--- src/rtl/shs_pkg.sv ---
// shared types, constants and round functions of the sha-256 stream hasher
// no dependencies
`timescale 1ns / 1ps
`default_nettype none

package shs_pkg;

  typedef struct packed {
    logic [7:0] data_byte;
    logic       has_byte;
    logic       last;
  } in_item_t;

  typedef struct packed {
    logic [31:0] digest_word;
    logic [2:0]  word_index;
    logic        last_word;
  } out_item_t;

  typedef logic [0:7][31:0] hash_t;

  typedef struct packed {
    logic       load_byte;
    logic [7:0] blk_byte;
    logic       start;
    logic       restart;
  } core_ctrl_t;

  typedef struct packed {
    logic  done;
    hash_t hash_words;
  } core_stat_t;

  typedef enum logic [2:0] {
    ST_IDLE,
    ST_HASH,
    ST_PAD_MARK,
    ST_PAD_ZERO,
    ST_PAD_LEN,
    ST_OUT
  } state_t;

  localparam logic [5:0]  FILL_LAST     = 6'd63;
  localparam logic [5:0]  LEN_POS       = 6'd56;
  localparam logic [5:0]  ROUND_LAST    = 6'd63;
  localparam logic [7:0]  PAD_BYTE      = 8'h80;
  localparam logic [63:0] BYTE_BITS     = 64'd8;
  localparam logic [2:0]  LAST_WORD_IDX = 3'd7;

  localparam hash_t HASH_IV = {
    32'h6a09e667, 32'hbb67ae85, 32'h3c6ef372, 32'ha54ff53a,
    32'h510e527f, 32'h9b05688c, 32'h1f83d9ab, 32'h5be0cd19
  };

  localparam logic [31:0] ROUND_K [0:63] = '{
    32'h428a2f98, 32'h71374491, 32'hb5c0fbcf, 32'he9b5dba5,
    32'h3956c25b, 32'h59f111f1, 32'h923f82a4, 32'hab1c5ed5,
    32'hd807aa98, 32'h12835b01, 32'h243185be, 32'h550c7dc3,
    32'h72be5d74, 32'h80deb1fe, 32'h9bdc06a7, 32'hc19bf174,
    32'he49b69c1, 32'hefbe4786, 32'h0fc19dc6, 32'h240ca1cc,
    32'h2de92c6f, 32'h4a7484aa, 32'h5cb0a9dc, 32'h76f988da,
    32'h983e5152, 32'ha831c66d, 32'hb00327c8, 32'hbf597fc7,
    32'hc6e00bf3, 32'hd5a79147, 32'h06ca6351, 32'h14292967,
    32'h27b70a85, 32'h2e1b2138, 32'h4d2c6dfc, 32'h53380d13,
    32'h650a7354, 32'h766a0abb, 32'h81c2c92e, 32'h92722c85,
    32'ha2bfe8a1, 32'ha81a664b, 32'hc24b8b70, 32'hc76c51a3,
    32'hd192e819, 32'hd6990624, 32'hf40e3585, 32'h106aa070,
    32'h19a4c116, 32'h1e376c08, 32'h2748774c, 32'h34b0bcb5,
    32'h391c0cb3, 32'h4ed8aa4a, 32'h5b9cca4f, 32'h682e6ff3,
    32'h748f82ee, 32'h78a5636f, 32'h84c87814, 32'h8cc70208,
    32'h90befffa, 32'ha4506ceb, 32'hbef9a3f7, 32'hc67178f2
  };

  function automatic logic [31:0] big_sig0(input logic [31:0] x);
    return {x[1:0], x[31:2]} ^ {x[12:0], x[31:13]} ^ {x[21:0], x[31:22]};
  endfunction

  function automatic logic [31:0] big_sig1(input logic [31:0] x);
    return {x[5:0], x[31:6]} ^ {x[10:0], x[31:11]} ^ {x[24:0], x[31:25]};
  endfunction

  function automatic logic [31:0] sml_sig0(input logic [31:0] x);
    return {x[6:0], x[31:7]} ^ {x[17:0], x[31:18]} ^ {3'b000, x[31:3]};
  endfunction

  function automatic logic [31:0] sml_sig1(input logic [31:0] x);
    return {x[16:0], x[31:17]} ^ {x[18:0], x[31:19]} ^ {10'd0, x[31:10]};
  endfunction

endpackage

`default_nettype wire

--- src/rtl/shs_core.sv ---
// sha-256 compression core: 512-bit block buffer that doubles as the schedule
// window, one round per cycle, then the chaining add; uses shs_pkg
`timescale 1ns / 1ps
`default_nettype none

module shs_core
  import shs_pkg::*;
(
  input  logic       clk,
  input  logic       rst_n,
  input  core_ctrl_t ctrl,
  output core_stat_t stat
);

  logic [511:0] blk_r;
  hash_t        h_r;
  hash_t        v_r;
  hash_t        v_nxt;
  logic [5:0]   rnd_r;
  logic         run_r;
  logic         upd_r;

  logic [31:0] w_t;
  logic [31:0] w_new;
  logic [31:0] t1;
  logic [31:0] t2;
  logic [31:0] ch_v;
  logic [31:0] maj_v;

  // window word i sits at blk_r[511-32*i -: 32]
  assign w_t   = blk_r[511:480];
  assign w_new = w_t + sml_sig0(blk_r[479:448]) + blk_r[223:192] + sml_sig1(blk_r[63:32]);

  always_comb begin
    ch_v  = (v_r[4] & v_r[5]) ^ (~v_r[4] & v_r[6]);
    maj_v = (v_r[0] & v_r[1]) ^ (v_r[0] & v_r[2]) ^ (v_r[1] & v_r[2]);
    t1    = v_r[7] + big_sig1(v_r[4]) + ch_v + ROUND_K[rnd_r] + w_t;
    t2    = big_sig0(v_r[0]) + maj_v;
    v_nxt[0] = t1 + t2;
    v_nxt[1] = v_r[0];
    v_nxt[2] = v_r[1];
    v_nxt[3] = v_r[2];
    v_nxt[4] = v_r[3] + t1;
    v_nxt[5] = v_r[4];
    v_nxt[6] = v_r[5];
    v_nxt[7] = v_r[6];
  end

  always_ff @(posedge clk) begin
    if (!rst_n) begin
      run_r <= 1'b0;
      upd_r <= 1'b0;
      rnd_r <= '0;
      h_r   <= HASH_IV;
    end else begin
      upd_r <= run_r && (rnd_r == ROUND_LAST);
      if (ctrl.start) begin
        run_r <= 1'b1;
        rnd_r <= '0;
      end else if (run_r) begin
        rnd_r <= rnd_r + 6'd1;
        if (rnd_r == ROUND_LAST) begin
          run_r <= 1'b0;
        end
      end
      if (upd_r) begin
        for (int i = 0; i < 8; i++) begin
          h_r[i] <= h_r[i] + v_r[i];
        end
      end else if (ctrl.restart) begin
        h_r <= HASH_IV;
      end
    end
  end

  // block buffer and working variables
  always_ff @(posedge clk) begin
    if (ctrl.load_byte) begin
      blk_r <= {blk_r[503:0], ctrl.blk_byte};
    end else if (run_r) begin
      blk_r <= {blk_r[479:0], w_new};
    end
    if (ctrl.start) begin
      v_r <= h_r;
    end else if (run_r) begin
      v_r <= v_nxt;
    end
  end

  assign stat.done       = upd_r;
  assign stat.hash_words = h_r;

endmodule

`default_nettype wire

--- src/rtl/sha256_stream_hasher.sv ---
// sha-256 stream hasher top level: byte intake, padding sequencer, digest output
// uses shs_pkg and shs_core
//
// usage
//   in_valid/in_ready/in_data: one transfer per item; an item may carry one
//   message byte (has_byte) and may mark the end of the message (last)
//   out_valid/out_ready/out_data: eight transfers per message, digest words
//   0..7, last_word set on word 7; nothing for other items
//   the 64th byte of a block starts the compression (64 rounds of the shared
//   round unit plus the chaining add); a last item runs the padding one byte
//   per cycle, pausing before the length field and during compression, with
//   one or two compressions in all
//   in_ready is low during compression, padding and digest output
//   if the receiver stalls, the current digest word holds and nothing is taken
//   reset (rst_n low, synchronous) loads the initial hash values and clears
//   the byte count, bit length and sequencer
`timescale 1ns / 1ps
`default_nettype none

module sha256_stream_hasher
  import shs_pkg::*;
(
  input  logic      clk,
  input  logic      rst_n,
  input  logic      in_valid,
  output logic      in_ready,
  input  in_item_t  in_data,
  output logic      out_valid,
  input  logic      out_ready,
  output out_item_t out_data
);

  state_t      state_r;
  state_t      state_nxt;
  state_t      ret_r;
  state_t      ret_nxt;
  logic [5:0]  fill_r;
  logic [63:0] bits_r;
  logic [2:0]  idx_r;

  core_ctrl_t  ctrl;
  core_stat_t  stat;
  logic        bit_add;
  logic        len_shift;

  shs_core u_core (
    .clk   (clk),
    .rst_n (rst_n),
    .ctrl  (ctrl),
    .stat  (stat)
  );

  // next state
  always_comb begin
    state_nxt = state_r;
    ret_nxt   = ret_r;
    unique case (state_r)
      ST_IDLE: begin
        if (in_valid) begin
          if (in_data.has_byte && (fill_r == FILL_LAST)) begin
            state_nxt = ST_HASH;
            ret_nxt   = in_data.last ? ST_PAD_MARK : ST_IDLE;
          end else if (in_data.last) begin
            state_nxt = ST_PAD_MARK;
          end
        end
      end
      ST_PAD_MARK: begin
        if (fill_r == FILL_LAST) begin
          state_nxt = ST_HASH;
          ret_nxt   = ST_PAD_ZERO;
        end else begin
          state_nxt = ST_PAD_ZERO;
        end
      end
      ST_PAD_ZERO: begin
        if (fill_r == LEN_POS) begin
          state_nxt = ST_PAD_LEN;
        end else if (fill_r == FILL_LAST) begin
          state_nxt = ST_HASH;
          ret_nxt   = ST_PAD_ZERO;
        end
      end
      ST_PAD_LEN: begin
        if (fill_r == FILL_LAST) begin
          state_nxt = ST_HASH;
          ret_nxt   = ST_OUT;
        end
      end
      ST_HASH: begin
        if (stat.done) begin
          state_nxt = ret_r;
        end
      end
      ST_OUT: begin
        if (out_ready && (idx_r == LAST_WORD_IDX)) begin
          state_nxt = ST_IDLE;
        end
      end
      default: begin
        state_nxt = ST_IDLE;
      end
    endcase
  end

  // outputs
  always_comb begin
    in_ready       = 1'b0;
    out_valid      = 1'b0;
    ctrl.load_byte = 1'b0;
    ctrl.blk_byte  = '0;
    ctrl.start     = 1'b0;
    ctrl.restart   = 1'b0;
    bit_add        = 1'b0;
    len_shift      = 1'b0;
    unique case (state_r)
      ST_IDLE: begin
        in_ready = 1'b1;
        if (in_valid && in_data.has_byte) begin
          ctrl.load_byte = 1'b1;
          ctrl.blk_byte  = in_data.data_byte;
          ctrl.start     = (fill_r == FILL_LAST);
          bit_add        = 1'b1;
        end
      end
      ST_PAD_MARK: begin
        ctrl.load_byte = 1'b1;
        ctrl.blk_byte  = PAD_BYTE;
        ctrl.start     = (fill_r == FILL_LAST);
      end
      ST_PAD_ZERO: begin
        if (fill_r != LEN_POS) begin
          ctrl.load_byte = 1'b1;
          ctrl.start     = (fill_r == FILL_LAST);
        end
      end
      ST_PAD_LEN: begin
        ctrl.load_byte = 1'b1;
        ctrl.blk_byte  = bits_r[63:56];
        ctrl.start     = (fill_r == FILL_LAST);
        len_shift      = 1'b1;
      end
      ST_HASH: begin
      end
      ST_OUT: begin
        out_valid    = 1'b1;
        ctrl.restart = out_ready && (idx_r == LAST_WORD_IDX);
      end
      default: begin
      end
    endcase
  end

  always_ff @(posedge clk) begin
    if (!rst_n) begin
      state_r <= ST_IDLE;
      ret_r   <= ST_IDLE;
      fill_r  <= '0;
      bits_r  <= '0;
      idx_r   <= '0;
    end else begin
      state_r <= state_nxt;
      ret_r   <= ret_nxt;
      if (ctrl.load_byte) begin
        fill_r <= fill_r + 6'd1;
      end
      // length bytes shift out msb first, leaving zero for the next message
      if (bit_add) begin
        bits_r <= bits_r + BYTE_BITS;
      end else if (len_shift) begin
        bits_r <= {bits_r[55:0], 8'h00};
      end
      if (out_valid && out_ready) begin
        idx_r <= idx_r + 3'd1;
      end
    end
  end

  assign out_data.digest_word = stat.hash_words[idx_r];
  assign out_data.word_index  = idx_r;
  assign out_data.last_word   = (idx_r == LAST_WORD_IDX);

endmodule

`default_nettype wire

--- config.mk ---
export PLATFORM = sky130hd
export DESIGN_NAME = sha256_stream_hasher
export DESIGN_NICKNAME = d
export VERILOG_FILES = /design/src/rtl/shs_pkg.sv /design/src/rtl/shs_core.sv /design/src/rtl/sha256_stream_hasher.sv
export SDC_FILE = /design/constraint.sdc
export NUM_CORES = 2
export LEC_CHECK = 0
export ABC_CLOCK_PERIOD_IN_PS = 15000
export BUFFER_PORTS_ARGS = -buffer_cell sky130_fd_sc_hd__buf_2
export CAP_MARGIN = 30
export CORE_MARGIN = 2
export CORE_UTILIZATION = 39
export DETAILED_ROUTE_END_ITERATION = 10
export GPL_TIMING_DRIVEN = 0
export PLACE_DENSITY = 0.63
export REMOVE_ABC_BUFFERS = 1
export SLEW_MARGIN = 20
export SYNTH_ARGS = -nofsm -noshare
export SYNTH_HDL_FRONTEND = slang
export SYNTH_SLANG_ARGS = --single-unit
export TNS_END_PERCENT = 50
--- constraint.sdc ---
create_clock -name clk -period 15 [get_ports clk]
set_input_delay 0.75 -clock clk [delete_from_list [all_inputs] [get_ports clk]]
set_output_delay 0.75 -clock clk [all_outputs]
set_load 0.1 [all_outputs]
After elaboration in Yosys (flattened, before gate mapping)
Memories as Yosys holds them, arrays and structs flattened.
Cells that the tools add are included.
{"block": "op_classes", "bitwise": 20, "n_reduce_logical": 15, "muxes": 44, "magnitude_cmp": 2, "addsub": 22, "eq_ne": 17}
{"op": "$mux W256", "count": 4}
{"op": "$mux W512", "count": 2}
{"op": "$add A32 B32 Y32", "count": 18}
{"op": "$xor A32 B32 Y32", "count": 9}
{"op": "$and A32 B32 Y32", "count": 5}
{"op": "$mux W32", "count": 4}
{"op": "$mux W64", "count": 2}
{"op": "$bmux W32 S3", "count": 1}
{"op": "$add A64 B4 Y64 const B", "count": 1}
{"op": "$mux W3", "count": 12}
{"op": "$not A32 Y32", "count": 1}
{"op": "$xor A32 B22 Y32", "count": 1}
{"op": "$xor A32 B29 Y32", "count": 1}
{"op": "$pmux W8 S3", "count": 1}
{"op": "$eq A6 B6 Y1 const B", "count": 3}
{"op": "$pmux W3 S6", "count": 1}
{"op": "$add A6 B1 Y6 const B", "count": 2}
{"op": "$pmux W3 S4", "count": 1}
{"op": "$mux W1", "count": 11}
{"op": "$mux W10", "count": 1}
{"op": "$ne A2 B2 Y1 const B", "count": 5}
{"op": "$eq A3 B3 Y1 const B", "count": 3}
{"op": "$reduce_bool A2 Y1", "count": 4}
{"op": "$ge A7 B7 Y1 const B", "count": 1}
{"op": "18 further kinds", "count": 26}
{"block": "totals", "elab_cells": 146, "memories": 1, "in_bits": 14, "regBits": 1111, "romBits": 2048}
{"memory": "(name not given)", "depth": 64, "width": 32, "read_ports": 1, "rd_clocked_by_memory_dff": 0, "write_ports": 0, "line": "shs_core.sv:37", "source": "t1 = v_r[7] + big_sig1(v_r[4]) + ch_v + ROUND_K[rnd_r] + w_t;"}

Depth between registers and ports, before layout
{"block": "logic_depth", "word_depth": 9, "mapped_depth": 40}

Cells and area by module
Synthesis repeated with hierarchy kept, for this count alone.
{"block": "hier_totals", "hier_cells": 7343, "area_unflattened_um2": 76180.6}
{"module": "shs_core", "n_inst": 1, "seq_area_each_um2": 28347.2, "area_each_um2": 69390.3, "cells_per_inst": 6565}
{"module": "sha256_stream_hasher", "n_inst": 1, "seq_area_each_um2": 1521.5, "area_each_um2": 6790.3, "cells_per_inst": 778}

Least setup slack after synthesis
OpenSTA, ideal clock, no wires.
{"block": "synth_path", "kind": "reg2reg", "startpoint": "register fill_r[0]", "endpoint": "register u_core.blk_r[0] (enable)", "path_slack_ns": 1.111, "t_required_ns": 14.030, "t_arrival_ns": 12.918, "stages_incl_launch_ff": 8, "period_less_slack_ns": 13.889, "cell_sequence": "dfxtp_1 -> inv_1 -> ha_1 -> nand3b_1 -> nand2_1 -> a221o_1 -> clkbuf_1 -> nand2b_1"}
{"block": "synth_via", "elab_chain_cells": 4}
{"element": "from (decl)", "line": "sha256_stream_hasher.sv:37", "source": "logic [5:0] fill_r;"}
{"element": "from (signal assigned)", "line": "sha256_stream_hasher.sv:165", "source": "fill_r <= fill_r + 6'd1;"}
{"element": "$ne A6 B6 Y1", "line": "sha256_stream_hasher.sv:132", "source": "if (fill_r != LEN_POS) begin"}
{"element": "$mux W1", "line": "sha256_stream_hasher.sv:132"}
{"element": "$pmux W1 S3", "line": "sha256_stream_hasher.sv:116", "source": "unique case (state_r)"}
{"element": "$reduce_bool A2 Y1 (no source line)"}
{"element": "to (signal assigned)", "line": "shs_core.sv:79", "source": "blk_r <= {blk_r[503:0], ctrl.blk_byte};"}
{"element": "to (signal assigned)", "line": "shs_core.sv:81", "source": "blk_r <= {blk_r[479:0], w_new};"}
{"element": "to (decl)", "line": "shs_core.sv:15", "source": "logic [511:0] blk_r;"}
Every way passes these cells.
A chain may end at the register's enable or synchronous reset.

Final worst setup path
{"block": "layout_path", "startpoint": "register u_core.rnd_r[1]", "endpoint": "register u_core.v_r, in the netlist u_core.v_nxt[221], data pin"}
{"block": "layout_via", "elab_chain_cells": 9}
{"element": "from (decl)", "line": "shs_core.sv:19", "source": "logic [5:0] rnd_r;"}
{"element": "from (signal assigned)", "line": "shs_core.sv:61", "source": "rnd_r <= rnd_r + 6'd1;"}
{"element": "$not A6 Y7 (implied by the code)", "line": "shs_core.sv:37"}
{"element": "$mem_v2 Z64 W32"}
{"element": "$mux W32 (implied by the code) (2 in a row)", "line": "shs_core.sv:37"}
{"element": "$add A32 B32 Y32 (2 in a row)", "line": "shs_core.sv:37"}
{"element": "$add A32 B32 Y32", "line": "shs_core.sv:39", "source": "v_nxt[0] = t1 + t2;"}
{"element": "$mux W256", "line": "shs_core.sv:85", "source": "end else if (run_r) begin"}
{"element": "$mux W256", "line": "shs_core.sv:83", "source": "if (ctrl.start) begin"}
{"element": "to (signal assigned)", "line": "shs_core.sv:84", "source": "v_r <= h_r;"}
{"element": "to (signal assigned)", "line": "shs_core.sv:86", "source": "v_r <= v_nxt;"}
{"element": "to (decl)", "line": "shs_core.sv:17", "source": "hash_t v_r;"}
Every way passes these cells. The select of a mux whose other input is x is not followed.

==> metrics.txt <==
FF-to-FF Start u_core.rnd_r[1]; ranking of synthesized cells by area edfxtp_1, nand2_1, dfxtp_1; gr ovfl total 0; I/O pin cnt 52; vias post-DR 60.7k; Critical Path Sink Type flip-flop; RD Place Congestion 0.936; Seq/Total Area, Yosys 40.3%; CP arrival 12320 ps; first-pass GRT wire length 346 mm; post-DP HPWL 167 mm; Total Routing Usage GR 23.1%; fin crit share 78.6%; layout cell share with drive strength beyond 1 6.43%; die width 440 um; FP Rows 160; Port Buffer Count 51; WP buf/inv 4; clock root buffer clkbuf_16; slew of the pin with the lowest slew margin 946 ps; WP data required 15530 ps; most frequent cell after synthesis nand2_1; DRT Wirelength 228 mm; Syn Inst Count 8347; Area Growth Syn to Fin 10.6%; initial antenna violation count 2; die area 0.194 mm^2; CTS HTree Levels 4; EDFF count, synth 768; Hold WC Path Type in2reg; Crit path largest cell delay 1180 ps; largest net degree at the start of global routing 80; Hold Path Sink u_core.blk_r[0]; clock share of power 23.9%; CTS Buf Count 132; total of max-cap violations 0; CTS tree yes; hold_sp in_data[2]; switching share of power 38.7%; synth cell count leaders nand2_1, edfxtp_1, a21oi_1; Critical-path top delay cell ha_1; Final Hold Fails 0; kind of critical path reg2reg; register bit total from synthesis 1108; Starting Density 39.1%; dominant synthesized flop cell edfxtp_1; hold path depth 3; cell accounting for the most synthesized area edfxtp_1; Reg clk slew, reported paths 60 ps; Iteration-0 DRC Markers 6194; Leak 0.0333 uW; NumNets Final 8740; syn avg cell area 8.89 um^2; final setup TNS 0 ps; combinational share of power 43.3%; sequential power share 32.8%; Post-CTS Setup Inserts 0; Async S/R FF share, synth 0%; RSZ-0062 raised after global routing no; FMAX 84.8 MHz; clock buffer depth 3; Internal 8070 uW; Netlist cell types 94; cts hold-fix bufs 0; Sink Count 1108; Clk Latency, worst-skew pair 810 ps; Syn Std Cell Area 0.0742 mm^2; fin. max-slew vios 0; switching power 5110 uW; WL per Instance 21.2 um; crit-path max FO 26; hold slack 240 ps; R2R cell count 37; power density over cell area 161 mW/mm^2; Yosys warnings 0; Tmin final 11790 ps; PostCTS Resize Cnt 0; setup slack, reg-to-reg 3210 ps; ANT nets after route 0; peak supply drop 0.000204 V; number of fillers in the final layout 18.1k; core area 0.190 mm^2; final number of setup-violating endpoints 0; diodes inserted 0; Worst Skew 31.6 ps; vias in the first global route 58.1k; FF-to-FF End u_core.v_nxt[221]; DRT Pass-1 Iters 8; top cell type's share of synthesized area 31.1%; Startpoint Class flip-flop; Vias/cell 5.65; relative slew slack 36.1%; DRC viols 0; Die Y 440 um; status complete, no violations; CP delay by family, top adder cells
[sequential cells by signal, summed over array words and instances, names as in the netlist]
name / count
u_core.run_r: 1
u_core.upd_r: 1
u_core.blk_r: 512
u_core.v_r: 64
state_r: 3
fill_r: 6
u_core.v_nxt: 192
idx_r: 3
bits_r: 61
u_core.stat: 256
ret_r: 3
u_core.rnd_r: 6
[tightest hold or removal path, delay by kind of cell]
kind	cells	cell delay [ps]
buffers and inverters	2	130
AO/OA/AOI/OAI	1	70
[power by group through the flow]
stage	Clock (uW)	Sequential [uW]	Combinational, uW
floorplan	0	4400	4400
global placement	0	4650	6010
detailed placement	0	4380	5600
CTS	3200	4320	5660
global route	3310	4370	6350
finish	3140	4330	5710
[cell families after synthesis]
logic type      share of synthesized area (%)
mux                                      3.19
fa+ha+maj                                12.3
compound gates                           14.9
buf+inv                                  3.89
xor+xnor                                 6.88
flops                                    40.3
simple gates                             18.5
[metal layers]
metal	global-route usage [%]	vias to the layer above	routed length, um
met5	0	-	0
met4	10.1	0	10200
met3	3.19	427	16000
met2	37.0	2204	105000
met1	31.2	29527	97200
li1	-	28560	-
[worst max path at each step]
stage / depth (start not counted) / from / to / slack [ps]
2_1_floorplan: 4 / in_valid / u_core.v_nxt[0] / -45810
3_3_place_gp: 5 / in_data[1] / u_core.v_nxt[137] / -102640
3_5_place_dp: 37 / u_core.rnd_r[1] / u_core.v_nxt[221] / 3530
4_1_cts: 37 / u_core.rnd_r[0] / u_core.v_nxt[221] / 3480
5_1_grt: 37 / u_core.rnd_r[0] / u_core.v_nxt[221] / 2760
6_report: 37 / u_core.rnd_r[1] / u_core.v_nxt[221] / 3210
[final cells by class]
cell class | count | area, um^2 | share of cell area, %
clock buffer | 183 | 3590 | 4.37
clock inverter | 59 | 546 | 0.665
inverter | 271 | 1030 | 1.26
multi-input combinational | 6473 | 41500 | 50.7
sequential | 1108 | 29900 | 36.5
tap | 2511 | 3140 | 3.83
timing repair buffer | 148 | 2270 | 2.77
[placed cells by master (no fill, tap or decap), drive strengths merged, types with 23 or more instances in the layout]
| master | synthesis | layout |
|---|---|---|
| a211oi | 52 | 52 |
| a21o | 180 | 180 |
| a21oi | 505 | 505 |
| a22oi | 81 | 81 |
| a31oi | 60 | 60 |
| and2 | 26 | 26 |
| and3 | 46 | 46 |
| buf | 42 | 148 |
| clkbuf | 453 | 183 |
| clkinv | 4 | 42 |
| dfxtp | 340 | 340 |
| edfxtp | 768 | 768 |
| fa | 195 | 195 |
| ha | 397 | 397 |
| inv | 267 | 276 |
| maj3 | 25 | 25 |
| mux2 | 58 | 58 |
| mux4 | 69 | 69 |
| nand2 | 2431 | 2431 |
| nand2b | 53 | 53 |
| nand3 | 84 | 84 |
| nand4 | 31 | 31 |
| nor2 | 450 | 450 |
| nor2b | 49 | 49 |
| nor3 | 88 | 88 |
| o211ai | 41 | 41 |
| o21a | 56 | 56 |
| o21ai | 435 | 435 |
| o21bai | 47 | 47 |
| o22ai | 88 | 88 |
| o31ai | 23 | 23 |
| or3 | 23 | 23 |
| xnor2 | 407 | 407 |
| xor2 | 176 | 176 |
[metrics by stage]
stage | instance area (um^2) | total power, uW | utilization, % | instances | setup slack (ps)
global route | 82000 | 14000 | 43.3 | 10753 | 2760
finish | 82000 | 13200 | 43.3 | 10753 | 3210
CTS | 82000 | 13200 | 43.2 | 10752 | 3480
global placement | 75700 | 10700 | 39.9 | 10414 | -102640
floorplan | 72300 | 8800 | - | 7852 | -45810
detailed placement | 77900 | 9990 | 41.1 | 10510 | 3530
Power figures use the tool's default switching activity.
